--- src/sv/assert_macros.svh ---
// Assertion macros shared by the stepper ramp RTL.
// Included by the modules that carry concurrent checks.
`ifndef ASSERT_MACROS_SVH
`define ASSERT_MACROS_SVH

// The consequent must hold in the same cycle as the antecedent.
`define SRP_ASSERT_IMPL(label, clk, rst_n, ante, cons) \
  label: assert property (@(posedge clk) disable iff (!(rst_n)) (ante) |-> (cons)) \
    else $error("%m: implication failed");

// The consequent must hold in the cycle after the antecedent.
`define SRP_ASSERT_NEXT(label, clk, rst_n, ante, cons) \
  label: assert property (@(posedge clk) disable iff (!(rst_n)) (ante) |=> (cons)) \
    else $error("%m: next-cycle implication failed");

// The condition must never be true.
`define SRP_ASSERT_NEVER(label, clk, rst_n, cond) \
  label: assert property (@(posedge clk) disable iff (!(rst_n)) !(cond)) \
    else $error("%m: forbidden condition seen");

`endif

--- src/sv/srp_pkg.sv ---
// Shared types and constants for the stepper step generator with smoothstep ramp.
// No dependencies; used by every module of the block.
package srp_pkg;

  localparam int DATA_W = 32;
  localparam int Q_BITS = 16;
  localparam int P_W = Q_BITS + 1;
  localparam int MUL_AW = 2 * Q_BITS + 1;
  localparam int MUL_BW = Q_BITS + 2;
  localparam int INTERVAL_FRAC_BITS = 8;
  localparam int CFG_IDX_W = 1;

  localparam logic [MUL_BW-1:0] SMOOTH_K = MUL_BW'(3 * (1 << Q_BITS));
  localparam logic [P_W-1:0] P_ONE = P_W'(1 << Q_BITS);

  localparam logic [2:0] MODE_TICK = 3'd0;
  localparam logic [2:0] MODE_RUN = 3'd1;
  localparam logic [2:0] MODE_MOVE = 3'd2;
  localparam logic [2:0] MODE_STOP = 3'd3;
  localparam logic [2:0] MODE_RETARGET = 3'd4;

  localparam logic [1:0] RUN_STOP = 2'd0;
  localparam logic [1:0] RUN_CONT = 2'd1;
  localparam logic [1:0] RUN_MOVE = 2'd2;

  localparam logic [CFG_IDX_W-1:0] CFG_RAMP_TICKS = 1'd0;
  localparam logic [CFG_IDX_W-1:0] CFG_INIT_INTERVAL = 1'd1;

  localparam logic [DATA_W-1:0] RST_RAMP_TICKS = 32'd1000000;
  localparam logic [DATA_W-1:0] RST_INIT_INTERVAL = 32'd1920000;
  localparam logic [DATA_W-1:0] RST_GOAL_INTERVAL = 32'd192000;

  // Status of a serial arithmetic unit.
  typedef struct packed {
    logic busy;
    logic done;
  } unit_stat_t;

endpackage

--- src/sv/srp_mul.sv ---
// Bit-serial shift-add multiplier, one multiplier bit per cycle.
// Depends on srp_pkg for default widths and the status struct.
module srp_mul #(
  parameter int AW = srp_pkg::MUL_AW,
  parameter int BW = srp_pkg::MUL_BW
) (
  input  logic                  clk_i,
  input  logic                  rst_ni,
  input  logic                  start_i,
  input  logic [AW-1:0]         a_i,
  input  logic [BW-1:0]         b_i,
  output srp_pkg::unit_stat_t   stat_o,
  output logic [AW+BW-1:0]      prod_o
);

  localparam int PW = AW + BW;
  localparam int CW = $clog2(BW);

  logic [AW-1:0] a_q;
  logic [PW-1:0] prod_q;
  logic [CW-1:0] cnt_q;
  logic          busy_q;
  logic          done_q;
  logic [AW:0]   sum;

  // Add the multiplicand into the upper half when the low bit is set, then shift right.
  assign sum = {1'b0, prod_q[PW-1:BW]} + (prod_q[0] ? {1'b0, a_q} : '0);

  always_ff @(posedge clk_i or negedge rst_ni) begin
    if (!rst_ni) begin
      busy_q <= 1'b0;
      done_q <= 1'b0;
      cnt_q  <= '0;
    end else begin
      done_q <= 1'b0;
      if (start_i) begin
        busy_q <= 1'b1;
        cnt_q  <= '0;
      end else if (busy_q) begin
        cnt_q <= cnt_q + 1'b1;
        if (cnt_q == CW'(BW - 1)) begin
          busy_q <= 1'b0;
          done_q <= 1'b1;
        end
      end
    end
  end

  always_ff @(posedge clk_i) begin
    if (start_i) begin
      a_q    <= a_i;
      prod_q <= {{AW{1'b0}}, b_i};
    end else if (busy_q) begin
      prod_q <= {sum, prod_q[BW-1:1]};
    end
  end

  assign stat_o.busy = busy_q;
  assign stat_o.done = done_q;
  assign prod_o = prod_q;

endmodule

--- src/sv/srp_div.sv ---
// Restoring divider, one quotient bit per cycle, for a numerator not above the divisor.
// Gives floor(num * 2^(QW-1) / den). Depends on srp_pkg.
module srp_div #(
  parameter int W  = srp_pkg::DATA_W,
  parameter int QW = srp_pkg::P_W
) (
  input  logic                clk_i,
  input  logic                rst_ni,
  input  logic                start_i,
  input  logic [W-1:0]        num_i,
  input  logic [W-1:0]        den_i,
  output srp_pkg::unit_stat_t stat_o,
  output logic [QW-1:0]       quo_o
);

  localparam int CW = $clog2(QW);

  logic [W:0]    rem_q;
  logic [W-1:0]  den_q;
  logic [QW-1:0] quo_q;
  logic [CW-1:0] cnt_q;
  logic          busy_q;
  logic          done_q;
  logic          ge;
  logic [W:0]    diff;

  assign ge   = rem_q >= {1'b0, den_q};
  assign diff = rem_q - {1'b0, den_q};

  always_ff @(posedge clk_i or negedge rst_ni) begin
    if (!rst_ni) begin
      busy_q <= 1'b0;
      done_q <= 1'b0;
      cnt_q  <= '0;
    end else begin
      done_q <= 1'b0;
      if (start_i) begin
        busy_q <= 1'b1;
        cnt_q  <= '0;
      end else if (busy_q) begin
        cnt_q <= cnt_q + 1'b1;
        if (cnt_q == CW'(QW - 1)) begin
          busy_q <= 1'b0;
          done_q <= 1'b1;
        end
      end
    end
  end

  // The remainder stays below twice the divisor after each step, so one spare bit is enough.
  always_ff @(posedge clk_i) begin
    if (start_i) begin
      rem_q <= {1'b0, num_i};
      den_q <= den_i;
      quo_q <= '0;
    end else if (busy_q) begin
      rem_q <= ge ? {diff[W-1:0], 1'b0} : {rem_q[W-1:0], 1'b0};
      quo_q <= {quo_q[QW-2:0], ge};
    end
  end

  assign stat_o.busy = busy_q;
  assign stat_o.done = done_q;
  assign quo_o = quo_q;

endmodule

--- src/sv/stepper_step_generator_ramp_unit.sv ---
// Stepper step-pulse generator with smoothstep speed ramp; uses srp_pkg, srp_div, srp_mul.
// A command or a tick while stopped goes from accept straight to the output state; a tick
// while moving runs a 17-bit serial divide, then three serial multiplies on one shared
// unit, then the step test. Next beat is taken the cycle after the result is registered.
// Reset (async, active low): stopped, forward, configuration at its defaults, no result.
module stepper_step_generator_ramp_unit #(
  parameter int INTERVAL_FRAC_BITS = srp_pkg::INTERVAL_FRAC_BITS
) (
  input  logic                                   clk_i,
  input  logic                                   rst_ni,
  input  logic                                   cfg_we_i,
  input  logic [srp_pkg::CFG_IDX_W-1:0]          cfg_index_i,
  input  logic [srp_pkg::DATA_W-1:0]             cfg_data_i,
  input  logic                                   in_valid_i,
  output logic                                   in_stall_o,
  input  logic [2:0]                             mode_i,
  input  logic                                   direction_forward_i,
  input  logic [srp_pkg::DATA_W-1:0]             target_interval_i,
  input  logic [srp_pkg::DATA_W-1:0]             step_count_i,
  output logic                                   out_valid_o,
  input  logic                                   out_stall_i,
  output logic                                   step_pulse_o,
  output logic                                   step_direction_o,
  output logic [1:0]                             motion_state_o,
  output logic                                   move_done_o,
  output logic [srp_pkg::DATA_W-1:0]             interval_now_o,
  output logic [srp_pkg::DATA_W-1:0]             steps_left_o,
  output logic [srp_pkg::DATA_W-1:0]             steps_total_o
);

  `include "assert_macros.svh"

  localparam int DW = srp_pkg::DATA_W;
  localparam int QB = srp_pkg::Q_BITS;
  localparam int PW = srp_pkg::P_W;
  localparam int AW = srp_pkg::MUL_AW;
  localparam int BW = srp_pkg::MUL_BW;
  localparam int SW = DW + INTERVAL_FRAC_BITS;

  localparam logic [2:0] S_IDLE   = 3'd0;
  localparam logic [2:0] S_LAUNCH = 3'd1;
  localparam logic [2:0] S_DIV    = 3'd2;
  localparam logic [2:0] S_MUL1   = 3'd3;
  localparam logic [2:0] S_MUL2   = 3'd4;
  localparam logic [2:0] S_MUL3   = 3'd5;
  localparam logic [2:0] S_STEP   = 3'd6;
  localparam logic [2:0] S_OUT    = 3'd7;

  logic [2:0]    state_q;
  logic [DW-1:0] ramp_ticks_q;
  logic [DW-1:0] init_int_q;
  logic [1:0]    run_q;
  logic          dir_q;
  logic [DW-1:0] since_q;
  logic [DW-1:0] elapsed_q;
  logic [DW-1:0] origin_q;
  logic [DW-1:0] goal_q;
  logic [DW-1:0] active_q;
  logic [DW-1:0] remain_q;
  logic [DW-1:0] tally_q;
  logic          pulse_q;
  logic          done_q;

  logic          out_valid_q;
  logic          out_pulse_q;
  logic          out_dir_q;
  logic [1:0]    out_run_q;
  logic          out_done_q;
  logic [DW-1:0] out_int_q;
  logic [DW-1:0] out_left_q;
  logic [DW-1:0] out_total_q;

  logic          in_fire;
  logic          out_fire;
  logic [DW-1:0] dur;
  logic [DW-1:0] el;
  logic          goal_up;
  logic [DW-1:0] span;
  logic [DW-1:0] delta;
  logic [DW-1:0] ramped;
  logic [DW-1:0] org_sel;
  logic [DW-1:0] tgt_sel;
  logic [DW-1:0] remain_dec;
  logic [SW-1:0] since_ext;
  logic          step_hit;
  logic          out_stopped;

  logic                div_start;
  srp_pkg::unit_stat_t div_stat;
  logic [PW-1:0]       div_quo;
  logic                mul_start;
  logic [AW-1:0]       mul_a;
  logic [BW-1:0]       mul_b;
  srp_pkg::unit_stat_t mul_stat;
  logic [AW+BW-1:0]    mul_prod;

  function automatic logic [DW-1:0] sat_inc(input logic [DW-1:0] v);
    sat_inc = (v == '1) ? v : v + 1'b1;
  endfunction

  assign in_stall_o = (state_q != S_IDLE);
  assign in_fire    = in_valid_i && (state_q == S_IDLE);
  assign out_fire   = (state_q == S_OUT) && (!out_valid_q || !out_stall_i);

  assign dur        = (ramp_ticks_q == '0) ? DW'(1) : ramp_ticks_q;
  assign el         = (elapsed_q < dur) ? elapsed_q : dur;
  assign goal_up    = goal_q >= origin_q;
  assign span       = goal_up ? goal_q - origin_q : origin_q - goal_q;
  // The eased fraction is truncated toward the origin on both ramp directions.
  assign delta      = mul_prod[QB +: DW];
  assign ramped     = goal_up ? origin_q + delta : origin_q - delta;
  assign org_sel    = (active_q != '0) ? active_q : init_int_q;
  assign tgt_sel    = (target_interval_i != '0) ? target_interval_i : DW'(1);
  assign remain_dec = (remain_q != '0) ? remain_q - 1'b1 : '0;
  assign since_ext  = SW'(since_q) << INTERVAL_FRAC_BITS;
  assign step_hit   = since_ext >= SW'(active_q);

  assign div_start = (state_q == S_LAUNCH);

  // Shared multiplier: p*p, then p*p*(3 - 2p), then the distance times the eased fraction.
  always_comb begin
    mul_start = 1'b0;
    mul_a     = '0;
    mul_b     = '0;
    case (state_q)
      S_DIV: begin
        mul_start = div_stat.done;
        mul_a     = AW'(div_quo);
        mul_b     = BW'(div_quo);
      end
      S_MUL1: begin
        mul_start = mul_stat.done;
        mul_a     = mul_prod[AW-1:0];
        mul_b     = srp_pkg::SMOOTH_K - {div_quo, 1'b0};
      end
      S_MUL2: begin
        mul_start = mul_stat.done;
        mul_a     = AW'(span);
        mul_b     = BW'(mul_prod[2*QB +: PW]);
      end
      default: begin
        mul_start = 1'b0;
      end
    endcase
  end

  srp_div #(
    .W  (DW),
    .QW (PW)
  ) u_div (
    .clk_i   (clk_i),
    .rst_ni  (rst_ni),
    .start_i (div_start),
    .num_i   (el),
    .den_i   (dur),
    .stat_o  (div_stat),
    .quo_o   (div_quo)
  );

  srp_mul #(
    .AW (AW),
    .BW (BW)
  ) u_mul (
    .clk_i   (clk_i),
    .rst_ni  (rst_ni),
    .start_i (mul_start),
    .a_i     (mul_a),
    .b_i     (mul_b),
    .stat_o  (mul_stat),
    .prod_o  (mul_prod)
  );

  always_ff @(posedge clk_i or negedge rst_ni) begin
    if (!rst_ni) begin
      state_q      <= S_IDLE;
      ramp_ticks_q <= srp_pkg::RST_RAMP_TICKS;
      init_int_q   <= srp_pkg::RST_INIT_INTERVAL;
      run_q        <= srp_pkg::RUN_STOP;
      dir_q        <= 1'b1;
      since_q      <= '0;
      elapsed_q    <= '0;
      origin_q     <= '0;
      goal_q       <= srp_pkg::RST_GOAL_INTERVAL;
      active_q     <= srp_pkg::RST_INIT_INTERVAL;
      remain_q     <= '0;
      tally_q      <= '0;
      pulse_q      <= 1'b0;
      done_q       <= 1'b0;
    end else begin
      case (state_q)
        S_IDLE: begin
          if (in_fire) begin
            pulse_q <= 1'b0;
            done_q  <= 1'b0;
            state_q <= S_OUT;
            case (mode_i)
              srp_pkg::MODE_TICK: begin
                since_q   <= sat_inc(since_q);
                elapsed_q <= sat_inc(elapsed_q);
                if (run_q != srp_pkg::RUN_STOP) begin
                  state_q <= S_LAUNCH;
                end
              end
              srp_pkg::MODE_RUN: begin
                dir_q     <= direction_forward_i;
                elapsed_q <= '0;
                origin_q  <= org_sel;
                goal_q    <= tgt_sel;
                since_q   <= '0;
                run_q     <= srp_pkg::RUN_CONT;
              end
              srp_pkg::MODE_MOVE: begin
                dir_q     <= direction_forward_i;
                elapsed_q <= '0;
                origin_q  <= org_sel;
                goal_q    <= tgt_sel;
                remain_q  <= step_count_i;
                since_q   <= '0;
                run_q     <= (step_count_i != '0) ? srp_pkg::RUN_MOVE : srp_pkg::RUN_STOP;
              end
              srp_pkg::MODE_STOP: begin
                run_q    <= srp_pkg::RUN_STOP;
                remain_q <= '0;
              end
              srp_pkg::MODE_RETARGET: begin
                elapsed_q <= '0;
                origin_q  <= org_sel;
                goal_q    <= tgt_sel;
              end
              default: begin
                run_q <= run_q;
              end
            endcase
          end
        end
        S_LAUNCH: begin
          state_q <= S_DIV;
        end
        S_DIV: begin
          if (div_stat.done) begin
            state_q <= S_MUL1;
          end
        end
        S_MUL1: begin
          if (mul_stat.done) begin
            state_q <= S_MUL2;
          end
        end
        S_MUL2: begin
          if (mul_stat.done) begin
            state_q <= S_MUL3;
          end
        end
        S_MUL3: begin
          if (mul_stat.done) begin
            active_q <= ramped;
            state_q  <= S_STEP;
          end
        end
        S_STEP: begin
          if (step_hit) begin
            pulse_q <= 1'b1;
            since_q <= '0;
            tally_q <= tally_q + 1'b1;
            if (run_q == srp_pkg::RUN_MOVE) begin
              remain_q <= remain_dec;
              if (remain_dec == '0) begin
                run_q  <= srp_pkg::RUN_STOP;
                done_q <= 1'b1;
              end
            end
          end
          state_q <= S_OUT;
        end
        S_OUT: begin
          if (out_fire) begin
            state_q <= S_IDLE;
          end
        end
        default: begin
          state_q <= S_IDLE;
        end
      endcase

      // The user must write configuration only while idle; the block itself does not enforce it.
      if (cfg_we_i) begin
        if (cfg_index_i == srp_pkg::CFG_RAMP_TICKS) begin
          ramp_ticks_q <= cfg_data_i;
        end else if (cfg_index_i == srp_pkg::CFG_INIT_INTERVAL) begin
          init_int_q <= cfg_data_i;
          if (run_q == srp_pkg::RUN_STOP) begin
            active_q <= cfg_data_i;
          end
        end
      end
    end
  end

  // Output register: holds a finished beat while the next item is taken.
  always_ff @(posedge clk_i or negedge rst_ni) begin
    if (!rst_ni) begin
      out_valid_q <= 1'b0;
    end else if (out_fire) begin
      out_valid_q <= 1'b1;
    end else if (!out_stall_i) begin
      out_valid_q <= 1'b0;
    end
  end

  always_ff @(posedge clk_i) begin
    if (out_fire) begin
      out_pulse_q <= pulse_q;
      out_dir_q   <= dir_q;
      out_run_q   <= run_q;
      out_done_q  <= done_q;
      out_int_q   <= active_q;
      out_left_q  <= remain_q;
      out_total_q <= tally_q;
    end
  end

  assign out_valid_o      = out_valid_q;
  assign step_pulse_o     = out_pulse_q;
  assign step_direction_o = out_dir_q;
  assign motion_state_o   = out_run_q;
  assign move_done_o      = out_done_q;
  assign interval_now_o   = out_int_q;
  assign steps_left_o     = out_left_q;
  assign steps_total_o    = out_total_q;

  assign out_stopped = (motion_state_o == srp_pkg::RUN_STOP) && (steps_left_o == '0);

  `SRP_ASSERT_IMPL(a_done_means_stopped, clk_i, rst_ni, out_valid_o && move_done_o, out_stopped)
  `SRP_ASSERT_IMPL(a_progress_range, clk_i, rst_ni, div_stat.done, div_quo <= srp_pkg::P_ONE)
  `SRP_ASSERT_IMPL(a_mul_start_idle, clk_i, rst_ni, mul_start, !mul_stat.busy)
  `SRP_ASSERT_IMPL(a_step_while_moving, clk_i, rst_ni, state_q == S_STEP, run_q != srp_pkg::RUN_STOP)

endmodule
--- config.mk ---
export PLATFORM = sky130hd
export DESIGN_NAME = stepper_step_generator_ramp_unit
export DESIGN_NICKNAME = d
export VERILOG_FILES = /design/src/sv/srp_pkg.sv /design/src/sv/srp_mul.sv /design/src/sv/srp_div.sv /design/src/sv/stepper_step_generator_ramp_unit.sv
export VERILOG_INCLUDE_DIRS = /design/src /design/src/sv
export SDC_FILE = /design/constraint.sdc
export NUM_CORES = 2
export LEC_CHECK = 0
export BUFFER_PORTS_ARGS = -buffer_cell sky130_fd_sc_hd__buf_2
export CORE_ASPECT_RATIO = 1.5
export CORE_MARGIN = 2
export CORE_UTILIZATION = 45
export DETAILED_ROUTE_END_ITERATION = 8
export GPL_TIMING_DRIVEN = 0
export REMOVE_ABC_BUFFERS = 1
export SYNTH_ARGS = -nofsm -noshare
export SYNTH_HDL_FRONTEND = slang
export SYNTH_SLANG_ARGS = --single-unit
--- constraint.sdc ---
create_clock -name clk_i -period 7.3 [get_ports clk_i]
set_clock_uncertainty 0.1 [all_clocks]
set_input_delay 1.095 -clock clk_i [delete_from_list [all_inputs] [get_ports clk_i]]
set_output_delay 1.095 -clock clk_i [all_outputs]
set_load 0.05 [all_outputs]
==> flow_summary.ini <==
[routing]
post-route-drc-count = 0
postRouteWirelength_um = 107000
num_vias = 28809
detailroute.wirelength.met3_um = 4550
dr_wl_met2_um = 54800
detail-route-antenna-nets = 0
maxUsedRoutingLayer = met5
wl_met1_um = 40500
detail_route.iter0.violations = 1873
detailedRoute.firstPassIterationCount = 5
route.detailed.vias_per_inst = 5.79
route.detailed.wl_per_inst_um = 21.4

[yosys]
synth_edf_count = 216
synthArstFlopShare_pct = 53.8
syn-mean-instance-area_um2 = 9.21
register_area_share_after_synthesis_pct = 43.5
post_synth_num_cell_types = 88
ys_warn_count = 0
synth_ff_type = sky130_fd_sc_hd__dfrtp_1
mappedNetlistArea_um2 = 35200
synth-seq-cells = 578
number_of_instances_in_the_synthesized_netlist = 3825

[global_route]
grt_pass1_vias = 28311
globalRouteOverflowTotal = 0
antenna_found_initial = 7
grt_start_max_net_pins = 107
grt.total_usage_pct = 26.2
grt_first_pass_wirelength_um = 163000

[timing]
finalSetupViolations = 0
min_tclk_post_route_ps = 6690
slew_viol_final = 0
final_period_utilization_pct = 91.7
max_freq_mhz = 149
worst_pin_slew_ps = 1350
grt_setup_unrepaired = no
timing_hold_violations_final = 0
setup_tns_ps = 0
max-slew-margin-rel_pct = 9.04

[cts]
clock_tree.htree_level_count = 2
cts_tree = yes
cts_buffer_depth = 3
clock_sinks = 578
ctsRootBufferMaster = sky130_fd_sc_hd__clkbuf_16
cts.repair_timing.setup_buffer_count = 0
clock_buffers_created_by_tritoncts = 59
clk_pin_slew_worst_paths_ps = 70
clkLatencyLatePin_ps = 660

[die]
die_area_um2 = 80600
start_util_pct = 45.4
core_area_um2 = 77600
die_x_um = 232
rows = 125
die_h_um = 347
design.portCount = 209

[worst_setup_path]
critical_path_required_ps = 7780
maximum_single_stage_delay_on_the_critical_path_ps = 890
worstSetupPathType = reg2reg
arrival_ps = 7170
worst_path_max_delay_cell = sky130_fd_sc_hd__o32ai_1
worst-path-max-fanout = 23
critPathLaunchType = flip-flop
critical_path.cell_chain = inv_1, fa_1, a21o_1, a221oi_1, o2bb2ai_1, a211oi_1, nor2_4, buf_16, buf_16, o31ai_1, xnor2_1, ha_1, nand2_1, o21ai_0, o22ai_1, o32ai_1, nand3_1, a31oi_1, a31oi_1, xnor2_1, nand2_1, a21oi_1
worst_setup_path_end_kind = flip-flop

[finish]
areaGrowthSynthToFinish_pct = 11.8
share_of_final_layout_standard_cells_stronger_than_drive_strength_1_pct = 11.4
most_common_cell_after_layout_fill_and_taps_aside = sky130_fd_sc_hd__nor2_1
finalNetCount = 4248
layoutNonFillerInstCount = 4975
layout.cells.most_common_list = sky130_fd_sc_hd__nor2_1 (341), sky130_fd_sc_hd__o21ai_0 (324), sky130_fd_sc_hd__a21oi_1 (321)
final_core_util_pct = 50.8
largest_register_ff_count = 51
num-fill-cells = 7375

[power]
cellPowerDensity_nw_per_um2 = 176
switching_power_uw = 1660
internal_power_uw = 5290
ir_worst_vdd_v = 0.000173
p_clk_share_pct = 44.4
net_switching_fraction_of_the_power_pct = 23.9
power_leakage_uw = 0.0169
pwr-share-comb_pct = 4.7
sequentialPowerShare_pct = 50.9
finalPower_uw = 6950

[job]
maxCapViolations = 0

[placement]
dp_cells = 4862
gp_congestion = 0.909
port_buffers = 208
place_hpwl_um = 82000

[run_status]
run_status = finished clean

[worst_hold_path]
hold_class = in2async
[cells by family (layout without fill, tap and decap cells)]
group                      after synthesis  after routing  synth area share, %
AOI/OAI and AO/OA                     1090           1090                 18.8
xor gates and xnor gates               219            219                 5.44
adders and majority gates              235            235                 8.45
buffers and inverters                  436            569                 4.71
DFF                                    578            578                 43.5
muxes                                  121            121                 3.58
other                                    0              1                    0
and+or+nand+nor                       1146           1146                 15.5
[what timing repair did]
| action | CTS | global route |
|---|---|---|
| hold endpoints to repair | 0 | 0 |
| gates resized for setup | 0 | 1 |
| hold buffers | 0 | 0 |
| setup endpoints to repair | 0 | 1 |
[worst paths after layout]
path | from | to | slack [ps] | depth (start not counted)
worst max-delay path | origin_q[1] | active_q[31] | 610 | 22
worst min-delay path | rst_ni | elapsed_q[3] | 230 | 1
worst max register to register | origin_q[1] | active_q[31] | 610 | 22
worst min register to register | tally_q[14] | steps_total_o[14] | 350 | 0
max in group asynchronous | rst_ni | goal_q[23] | 5600 | 3
min in group clk_i | tally_q[14] | steps_total_o[14] | 350 | 0
[per-layer routing]
layer,GRT usage [%],up-vias
li1,-,13940
met1,29.2,13890
met2,47.5,736
met3,3.19,233
met4,15.1,10
met5,0,-
[layout make-up]
cell class | instances | area (um^2) | area share (%)
multi-input combinational | 2811 | 18400 | 46.7
sequential | 578 | 15300 | 38.9
clock buffer | 85 | 1700 | 4.30
timing repair buffer | 236 | 1610 | 4.09
tap | 1016 | 1270 | 3.23
inverter | 221 | 837 | 2.12
clock inverter | 27 | 240 | 0.610
antenna | 1 | 2.50 | 0.00635
[power groups by stage]
stage          Combinational (uW)  Clock [uW]  Sequential (uW)
2_1_floorplan                 163           0             3550
3_3_place_gp                  310           0             3600
3_5_place_dp                  327           0             3600
4_1_cts                       327        3160             3530
5_1_grt                       364        3270             3540
6_report                      323        3090             3540
[synth_stat cells (all sizes together), types with 24 or more instances]
cell    number  area [um^2]
nor2       345         1290
o21ai      326         1630
a21oi      323         1620
nand2      313         1170
dfrtp      282         7060
ha         230         2880
inv        220          826
edfxtp     216         6490
clkbuf     192          721
xnor2      133         1160
xor2        86          753
a21o        84          632
mux2i       82          821
nand3       73          365
nand4       66          413
a31oi       65          407
nor3        63          315
nor4        61          388
and2        52          325
dfxtp       51         1020
and3        42          263
a211oi      40          300
mux2        39          439
a22oi       34          255
o21a        31          233
nor2b       30          188
dfstp       29          762
o31ai       27          203
nand2b      24          150
[worst max-delay path, delay by kind of cell, from the launching register on]
kind / cells / cell delay [ps]
flip-flops: 1 / 490
adder cells (fa/ha/maj): 2 / 850
AND/OR/NAND/NOR: 4 / 820
XOR/XNOR: 2 / 330
buffers and inverters: 3 / 600
AO/OA/AOI/OAI: 11 / 3420
[per-stage QoR]
stage | worst slack [ps] | cell area [um^2] | hold WS (ps)
after floorplan | 406 | 34400 | 319
after global placement | -4440 | 36700 | 333
after detailed placement | 496 | 37500 | 337
after CTS | 456 | 39400 | 201
after global routing | 113 | 39400 | 234
final | 606 | 39400 | 232
No activity file was read; power rests on OpenSTA's default activity.
